### config.mk
export PLATFORM = sky130hd
export DESIGN_NAME = tea_out_buf
export DESIGN_NICKNAME = d
export VERILOG_FILES = /design/src/hdl/tea_pkg.sv /design/src/hdl/tea_out_buf.sv
export SDC_FILE = /design/constraint.sdc
export NUM_CORES = 1
export LEC_CHECK = 0
export BUFFER_PORTS_ARGS = -buffer_cell sky130_fd_sc_hd__buf_4
export CAP_MARGIN = 20
export CORE_MARGIN = 2
export CORE_UTILIZATION = 55
export CTS_CLUSTER_SIZE = 30
export DETAILED_ROUTE_END_ITERATION = 8
export GPL_TIMING_DRIVEN = 0
export PLACE_DENSITY = 0.84
export SLEW_MARGIN = 20
export SYNTH_ARGS = -nofsm -noshare
export SYNTH_HDL_FRONTEND = slang
export SYNTH_SLANG_ARGS = --single-unit
### constraint.sdc
create_clock -name clock -period 15.96 [get_ports clock]
set_clock_uncertainty 0.2 [all_clocks]
set_input_delay 0.798 -clock clock [delete_from_list [all_inputs] [get_ports clock]]
set_output_delay 0.798 -clock clock [all_outputs]
set_load 0.05 [all_outputs]
### src/hdl/tea_pkg.sv
// ----------------------------------------------------------------------------
// tea_pkg
// shared types, constants and round functions of the tea block decrypter
// ----------------------------------------------------------------------------
package tea_pkg;

   localparam int unsigned ROUNDS = 32;
   localparam int unsigned STAGES = 2 * ROUNDS;

   localparam int unsigned WORD_W = 32;
   localparam logic [WORD_W-1:0] TEA_DELTA = 32'h9E37_79B9;

   // configuration register indexes
   localparam int unsigned CSR_INDEX_W = 2;
   localparam logic [CSR_INDEX_W-1:0] KEY_WORD0_IDX = 2'd0;
   localparam logic [CSR_INDEX_W-1:0] KEY_WORD1_IDX = 2'd1;
   localparam logic [CSR_INDEX_W-1:0] KEY_WORD2_IDX = 2'd2;
   localparam logic [CSR_INDEX_W-1:0] KEY_WORD3_IDX = 2'd3;

   typedef logic [WORD_W-1:0] word_type;

   typedef struct packed {
      word_type v0;
      word_type v1;
      logic     last;
   } blk_type;

   // running sum at the start of round r, counted from zero
   function automatic word_type round_sum(input int unsigned r);
      logic [2*WORD_W-1:0] prod;
      prod = {{WORD_W{1'b0}}, TEA_DELTA} * (2*WORD_W)'(ROUNDS - r);
      return prod[WORD_W-1:0];
   endfunction

   function automatic word_type tea_mix(input word_type v, input word_type sum,
                                        input word_type ka, input word_type kb);
      return ((v << 4) + ka) ^ (v + sum) ^ ((v >> 5) + kb);
   endfunction

endpackage

### src/hdl/tea_out_buf.sv
// ----------------------------------------------------------------------------
// tea_out_buf
// output register with a one-entry skid stage; freezes the pipeline when full
// ----------------------------------------------------------------------------
module tea_out_buf (
   input  logic             clock,
   input  logic             reset,
   input  logic             in_valid,
   input  tea_pkg::blk_type in_blk,
   output logic             advance,
   output logic             out_valid,
   output tea_pkg::blk_type out_blk,
   input  logic             out_stall
);

   logic             out_valid_ff;
   logic             skid_valid_ff;
   tea_pkg::blk_type out_blk_ff;
   tea_pkg::blk_type skid_blk_ff;
   logic             arrive;
   logic             out_free;

   assign advance  = !skid_valid_ff;
   assign arrive   = advance && in_valid;
   assign out_free = !out_valid_ff || !out_stall;

   always_ff @(posedge clock) begin
      if (reset) begin
         out_valid_ff  <= 1'b0;
         skid_valid_ff <= 1'b0;
      end else if (out_free) begin
         out_valid_ff  <= skid_valid_ff || arrive;
         skid_valid_ff <= 1'b0;
      end else if (arrive) begin
         skid_valid_ff <= 1'b1;
      end
   end

   always_ff @(posedge clock) begin
      if (out_free) begin
         out_blk_ff <= skid_valid_ff ? skid_blk_ff : in_blk;
      end
      if (!out_free && arrive) begin
         skid_blk_ff <= in_blk;
      end
   end

   assign out_valid = out_valid_ff;
   assign out_blk   = out_blk_ff;

   // skid only fills behind a waiting result
   a_skid_behind_out: assert property (@(posedge clock) disable iff (reset)
      skid_valid_ff |-> out_valid_ff)
      else $error("skid holds an item with no result waiting");

   // a waiting result is never dropped
   a_out_kept: assert property (@(posedge clock) disable iff (reset)
      (out_valid_ff && out_stall) |=> out_valid_ff)
      else $error("stalled result lost");

   // a full skid drains into the output as soon as it frees
   a_skid_drain: assert property (@(posedge clock) disable iff (reset)
      (skid_valid_ff && !out_stall) |=> (out_valid_ff && !skid_valid_ff))
      else $error("skid did not drain");

endmodule

==> impl_metrics.ini <==
[status]
status = complete, no violations

[grt]
grt_use_total = 0.197
use_met3 = 0.0974
antenna_found_initial = 0
grt_max_degree = 56
grt_overflow = 0
use_met1 = 0.229
met2_usage = 0.326
grt_pass1_wl_um = 14100
grt_pass1_vias = 2736
busiest_layer = met2

[floorplanning]
std_cell_rows = 34
io_pins = 136
die_area_sq_um = 9550
die_h_um = 97.7
coreArea_sq_um = 8640
die_w_um = 97.7
start_util = 0.560

[synth]
synth_area_leaders = edfxtp_1 81%, mux2_2 11%, mux2_4 5.3%, buf_6 0.93%, dfxtp_1 0.83%
synth_area_sq_um = 4830
ys.warnings.count = 0
synthCells = 211
yosysTopAreaCellShare = 0.808
synthDistinctLibCells = 12
synth_largest_area_cell = edfxtp_1
postSynthAreaPerCell_sq_um = 22.9
synth_fp_nets = 280
ys_ff_latch = 132
yosysSeqAreaShare = 0.816

[sta]
min_period_over_period = 0.158
slew_violations = 0
max_freq_mhz = 398
final-hold-violation-count = 0
worst_pin_slew_ns = 0.585
setup_viol = 0
slew_headroom = 0.608
setup_tns_ns = 0
post-route-min-period_ns = 2.51
grt_setup_unrepaired = no

[worst_setup_path]
criticalPathCategory = flop to primary output
path_max_fanout = 10
r2r_slack_ns = 13.63
path_cells = buf_6 > buf_6 > buf_6 > inv_1 > buf_4
crit_arrival_ns = 1.52
reg2reg_to = skid_blk_ff[22]
critical-path-max-stage-delay_ns = 0.32
r2r_cells = 7
required_ns = 14.96
worst_path_most_repeated_cell = buf_6
start_kind = flop
setup.worst_path.end_class = primary output
crit_path_top_delay_cell = dfxtp_1
rr_startpoint = skid_valid_ff

[clocking]
numClockSinks = 132
insertion_delay_ns = 0.50
cts_setup_buffers = 0
cts.clk_slew.worst_paths_ns = 0.06
clock-root-buffer = clkbuf_8
cts_buffer_depth = 2
cts_tree = built
holdBufCountCts = 0
cts_resized = 0
numCtsBuffers = 17
ctsHtreeMaxLevel = 4

[route]
first_pass_iters = 4
vias_per_cell = 5.09
drc = 0
wl_per_cell_um = 18.5
vias = 2509
postRouteAntennaNets = 0
wl_um = 9140
initialDrtViolationCount = 133

[layout]
final_cell_mix = 139 x buf_4, 130 x edfxtp_1, 48 x mux2_2
antenna_cells = 0
syn_to_final_growth_pct = 39.8
final_common_cell = buf_4
nets = 442
drive_gt1_frac = 0.644

[placed_design]
dp_hpwl_um = 6010
gp_congestion = 0.745
port_buffers = 135

[hold_path]
worstHoldPathType = primary input to flop
min-delay-start = reset
hold_end = out_valid
min_path_cells = 2

[power_and_ir_drop]
power_uw = 950
leakage_nw = 2.66
pwr_density_cell_nw_per_um2 = 141
ir_drop_mv = 0.0926

[flow_run]
timing.max_cap.violations = 0
critical path: cells and delay by family (launching register included):
kind	cells	cell delay [ns]
buffers and inverters	5	0.69
DFF	1	0.32
logic make-up (layout without fill, tap and decap cells):
family	Yosys count	count (layout)	synth area share
flip-flops	132	132	0.816
multiplexers	65	65	0.165
AND/OR/NAND/NOR	4	4	0.00414
AO/OA/AOI/OAI	1	1	0.00103
buffers and inverters	9	183	0.0142
worst max-delay path by stage:
stage                              from              end  slack, ns
after floorplan               out_stall   skid_blk_ff[0]       8.02
after global placement        out_stall  skid_blk_ff[14]       4.68
after detailed placement      out_stall  skid_blk_ff[14]      13.25
after CTS                 skid_valid_ff          advance      13.41
after global routing      skid_valid_ff          advance      13.37
final                     skid_valid_ff          advance      13.45
synth_stat cells:
cell,n
nand2_1,1
inv_1,1
mux2_4,17
edfxtp_1,130
buf_2,4
buf_6,4
a21oi_1,1
nor3b_1,1
nor2_1,1
mux2_2,48
nor3_1,1
dfxtp_1,2
sequential cells by signal, summed over array words and instances, names as in the netlist:
name / cells
out_blk: 65
skid_blk_ff: 65
out_valid: 1
skid_valid_ff: 1
power by group:
group | internal (mW) | leakage, nW | switching [mW]
Combinational | 0.0383 | 1.05 | 0.0663
Clock | 0.301 | 0.329 | 0.139
Sequential | 0.401 | 1.28 | 0.00500
layer usage:
metal | vias up | wire, um
li1 | 1174 | -
met1 | 1233 | 3640
met2 | 92 | 4680
met3 | 10 | 732
met4 | 0 | 93
met5 | - | 0
cell type report:
class                           instances  area (sq um)
Fill cell                             466          1880
Inverter                                1          3.75
Timing Repair Buffer                  143          1100
Buffer                                  8          65.1
Clock inverter                         13           255
Tap cell                              108           135
Sequential cell                       132          3940
Clock buffer                           18           418
Multi-Input combinational cell         70           833
per-stage QoR:
step           std cells  area, sq um  utilization  setup slack [ns]  hold WS (ns)
6_report             493         6760        0.783             13.45         0.261
5_1_grt              493         6760        0.783             13.37         0.233
4_1_cts              493         6760        0.783             13.41         0.235
3_5_place_dp         462         6090        0.705             13.25         0.334
3_3_place_gp         454         5980        0.693              4.68         0.327
2_1_floorplan        211         4830            -              8.02         0.323
No activity file was read; power rests on OpenSTA's default activity.
