## src/hdl/tea_pkg.sv

```systemverilog
// ----------------------------------------------------------------------------
// tea_pkg
// shared types, constants and round functions of the tea block decrypter
// ----------------------------------------------------------------------------
package tea_pkg;

   localparam int unsigned ROUNDS = 32;
   localparam int unsigned STAGES = 2 * ROUNDS;

   localparam int unsigned WORD_W = 32;
   localparam logic [WORD_W-1:0] TEA_DELTA = 32'h9E37_79B9;

   // configuration register indexes
   localparam int unsigned CSR_INDEX_W = 2;
   localparam logic [CSR_INDEX_W-1:0] KEY_WORD0_IDX = 2'd0;
   localparam logic [CSR_INDEX_W-1:0] KEY_WORD1_IDX = 2'd1;
   localparam logic [CSR_INDEX_W-1:0] KEY_WORD2_IDX = 2'd2;
   localparam logic [CSR_INDEX_W-1:0] KEY_WORD3_IDX = 2'd3;

   typedef logic [WORD_W-1:0] word_type;

   typedef struct packed {
      word_type v0;
      word_type v1;
      logic     last;
   } blk_type;

   // running sum at the start of round r, counted from zero
   function automatic word_type round_sum(input int unsigned r);
      logic [2*WORD_W-1:0] prod;
      prod = {{WORD_W{1'b0}}, TEA_DELTA} * (2*WORD_W)'(ROUNDS - r);
      return prod[WORD_W-1:0];
   endfunction

   function automatic word_type tea_mix(input word_type v, input word_type sum,
                                        input word_type ka, input word_type kb);
      return ((v << 4) + ka) ^ (v + sum) ^ ((v >> 5) + kb);
   endfunction

endpackage

```

## src/hdl/tea_half_round.sv

```systemverilog
// ----------------------------------------------------------------------------
// tea_half_round
// one registered half-round: subtracts the mixed other word from one word
// ----------------------------------------------------------------------------
module tea_half_round (
   input  logic              clock,
   input  logic              reset,
   input  logic              advance,
   input  logic              in_valid,
   input  tea_pkg::blk_type  in_blk,
   input  tea_pkg::word_type sum,
   input  tea_pkg::word_type key_a,
   input  tea_pkg::word_type key_b,
   input  logic              upd_first,
   output logic              out_valid,
   output tea_pkg::blk_type  out_blk
);

   logic             valid_ff;
   tea_pkg::blk_type blk_ff;
   tea_pkg::blk_type blk_in;

   // upd_first: first word takes the mix of the second, else the reverse
   always_comb begin
      blk_in = in_blk;
      if (upd_first) begin
         blk_in.v0 = in_blk.v0 - tea_pkg::tea_mix(in_blk.v1, sum, key_a, key_b);
      end else begin
         blk_in.v1 = in_blk.v1 - tea_pkg::tea_mix(in_blk.v0, sum, key_a, key_b);
      end
   end

   always_ff @(posedge clock) begin
      if (reset) begin
         valid_ff <= 1'b0;
      end else if (advance) begin
         valid_ff <= in_valid;
      end
   end

   always_ff @(posedge clock) begin
      if (advance) begin
         blk_ff <= blk_in;
      end
   end

   assign out_valid = valid_ff;
   assign out_blk   = blk_ff;

endmodule

```

## config.mk

```make
export PLATFORM = sky130hd
export DESIGN_NAME = tea_half_round
export DESIGN_NICKNAME = d
export VERILOG_FILES = /design/src/hdl/tea_pkg.sv /design/src/hdl/tea_half_round.sv
export SDC_FILE = /design/constraint.sdc
export NUM_CORES = 1
export LEC_CHECK = 0
export ABC_CLOCK_PERIOD_IN_PS = 7400
export BUFFER_PORTS_ARGS = -buffer_cell sky130_fd_sc_hd__clkbuf_2
export CAP_MARGIN = 40
export CORE_AREA = 2 2 174 176
export CTS_BUF_LIST = sky130_fd_sc_hd__clkbuf_2 sky130_fd_sc_hd__clkbuf_4 sky130_fd_sc_hd__clkbuf_8
export CTS_CLUSTER_SIZE = 12
export DETAILED_ROUTE_END_ITERATION = 8
export DIE_AREA = 0 0 176 178
export PLACE_DENSITY = 0.71
export SLEW_MARGIN = 20
export SYNTH_ARGS = -nofsm -noshare
export SYNTH_HDL_FRONTEND = slang
export SYNTH_SLANG_ARGS = --single-unit
```

## constraint.sdc

```tcl
create_clock -name clock -period 7.4 [get_ports clock]
set_input_delay 0.37 -clock clock [delete_from_list [all_inputs] [get_ports clock]]
set_output_delay 0.37 -clock clock [all_outputs]
set_load 0.1 [all_outputs]
```

==> results by group <==
Setup path
  – CP Launch Type: input port
  – Setup crit start: in_blk[1]
  – CP max FO: 5
  – Slowest stage cell on the critical path: a311oi_1
  – CP endpoint kind: flip-flop
  – FF-to-FF Start: out_valid
  – CP peak stage delay: 0.45 ns
  – WP data required: between 7 and 8 ns
  – Critical path data arrival time: around 6 ns
  – Crit Path Class: input port to flip-flop
  – Critical path's most frequent cell: xnor2_1

Timing
  – Fin. max-slew vios: 0
  – Fmax: around 170 MHz
  – Hold WS: about 0.17 ns
  – Setup ws final: about 1.5 ns
  – Setup Skew: 0 ns
  – RSZ-0062 raised after global routing: no
  – Worst-margin pin slew: roughly 0.81 ns
  – Slew headroom: a little under half
  – Tcrit/Tclk final: between 70% and 80%
  – Setup TNS Final: 0 ns
  – Final setup viols: 0
  – Final Hold Vio Count: 0
  – Final worst path period need: roughly 5.9 ns

Yosys
  – FF+latch count, synth: 66
  – Synthesized area: 14600 um2
  – Area leader, netlist: ha_1
  – Yosys warnings: 0
  – Multiplexer area fraction after synthesis: 2.30%
  – Sequential cell area fraction in the yosys report: a little over an eighth
  – Xor/xnor share of the synthesized area: a little over a fifth
  – Largest family of logic cells by synthesized area: compound AO/OA/AOI/OAI gates
  – Mapped Nets: between 2000 and 2500
  – Synth top area share: 19.9%
  – Simple-Gate Fraction of Synth Area: a little over an eighth
  – Largest cells by area after synthesis: ha_1 20%, xnor2_1 18%, edfxtp_1 13%
  – Synth Instances: between 1500 and 2000
  – Compound-Gate Fraction of Synth Area: a little over a quarter
  – Post-synth cell types: between 70 and 80
  – Asr flop ratio synth: 0%
  – Adder-Cell Fraction of Synth Area: roughly a fifth
  – Primary FF master, synth: edfxtp_1
  – EDFF count, synth: 65
  – Syn Area/Cell: about 8.3 um2

Floorplan
  – Die Span Y: 178 um
  – Row count: 63
  – Core area: 29400 um2
  – # IOs: between 200 and 250
  – Initial Utilization: between 40% and 50%
  – Die area: around 31000 um2
  – Die X: roughly 180 um

Clocking
  – Clk Latency, worst-skew pair: approximately 0.34 ns
  – Post-cts sizing count: 0
  – Post-CTS setup buffers: 0
  – Max Buffers Root-to-Sink: 2
  – Hold Buf Count CTS: 0
  – CTS Buf Count: 9
  – Clock transition at path regs: about 0.080 ns
  – Root buf cell: clkbuf_8
  – CTS tree: done
  – CTS H-tree lvls: 3
  – Clk sinks: 66

Layout
  – # fillers: roughly 2800
  – Final std cells w/o fill: around 2400
  – Most frequent cells in the layout: 297 x xnor2_1, 232 x ha_1, 229 x clkbuf_2
  – Commonest non-fill, non-tap cell in the layout: xnor2_1
  – Share of layout cells above drive strength 1: between 10 and 15%
  – Layout area overhead: 12.8%
  – Final #Nets: about 2400

Global routing
  – Largest net degree at the start of global routing: 74
  – First-pass GRT wire length: between 70000 and 80000 um
  – Overflow after GRT: 0
  – Initial antenna violation count: 2
  – Vias in the first global route: ~13000
  – GRT Total Usage: about 33%

Power
  – Static leakage: between 7 and 8 nW
  – Worst VDD drop: roughly 0.20 mV
  – Pwr dens: about 350 nW/um2
  – Power Total: about 5.7 mW

Placement
  – Final HPWL DP: 46300 um
  – Pre-CTS setup slack: roughly 1.3 ns
  – Placer Congestion: around 1.1
  – Buffers on Ports: 231
  – Cells after DPL: 2373

Route
  – Drt initial violations: 1815
  – Routed Antenna Nets: 0
  – DRT Wirelength: around 53000 um
  – Routed vias: between 10000 and 15000
  – DR vias/cell: about 6.1
  – Length of the first detailed-routing pass in iterations: 5
  – DR DRC count: 0
  – Wire per inst: between 20 and 25 um

Hold path
  – Hold Path Origin: reset
  – Hold Crit Class: input port to flip-flop

Run status
  – Status: finished clean

Run
  – Max cap viols: 0
routing by layer:
metal	vias to the layer above	part of all wire (%)	track usage (%)
met5	-	0	0
met4	0	1.6	6.13
met3	55	12	5.58
met2	803	39	46.6
met1	6787	48	52.8
li1	7016	-	-
cell type report:
| class | instances | area [um2] | area share, % |
|---|---|---|---|
| Multi-Input combinational cell | 1629 | 12400 | 75.1 |
| Antenna cell | 2 | 5.00 | 0.0304 |
| Sequential cell | 66 | 1970 | 12.0 |
| Inverter | 55 | 206 | 1.25 |
| Clock buffer | 9 | 124 | 0.751 |
| Tap cell | 390 | 488 | 2.96 |
| Timing Repair Buffer | 234 | 1220 | 7.41 |
| Clock inverter | 7 | 93.8 | 0.569 |
worst max-delay path: cells and delay by family:
family          cells  cell delay [ns]
compound gates     11             3.01
simple gates        6             0.89
fa+ha+maj           3             0.81
xor+xnor            4             0.68
buf+inv             2             0.18
flip-flops by register name (all words and copies together) (netlist names):
signal,cells
out_blk,65
out_valid,1
power by group:
group	total (mW)	switching (mW)	internal (mW)	leakage (nW)
clock network	0.330	0.141	0.189	0.107
registers	0.661	0.0378	0.624	0.644
logic	4.74	3.09	1.65	6.75
total	5.74	3.27	2.46	7.50
Yosys cell counts, types with 7 or more instances:
| library cell | n |
|---|---|
| a31oi_1 | 20 |
| clkbuf_1 | 15 |
| mux2_2 | 28 |
| nor2_1 | 88 |
| edfxtp_1 | 65 |
| xor2_1 | 54 |
| fa_1 | 8 |
| nand3_1 | 44 |
| or3_1 | 9 |
| o211ai_1 | 17 |
| o21ai_1 | 14 |
| a221oi_1 | 7 |
| ha_1 | 232 |
| inv_1 | 55 |
| o21ai_0 | 97 |
| a211oi_1 | 20 |
| a21oi_1 | 175 |
| nand2b_1 | 27 |
| nor2b_1 | 22 |
| a21o_1 | 118 |
| o31ai_1 | 12 |
| nand2_1 | 137 |
| xnor2_1 | 297 |
| nand4_1 | 10 |
| nor3_1 | 21 |
| o21a_1 | 26 |
| and3_1 | 14 |
| and2_1 | 12 |
| o21bai_1 | 27 |
stage by stage:
step,util [%],instance area [um2]
6_report,56.1,16500
5_1_grt,56.1,16500
4_1_cts,56.0,16500
3_5_place_dp,55.2,16200
3_3_place_gp,55.1,16200
2_1_floorplan,-,14600
worst paths after layout:
check	cells past startpoint	endpoint	slack, ns
worst max-delay path	26	out_blk[64]	1.54
worst min-delay path	2	out_valid	0.17
worst max register to register	2	out_valid	6.82
worst min register to register	2	out_valid	0.51
logic make-up (layout without fill, tap and decap cells):
kind of cell | after synthesis | after routing
buffers and inverters | 70 | 305
AOI/OAI and AO/OA | 593 | 593
and+or+nand+nor | 411 | 411
muxes | 30 | 30
adders and majority gates | 240 | 240
xor gates and xnor gates | 355 | 355
other | 0 | 2
DFF | 66 | 66
(Power assumes the default switching activity.)
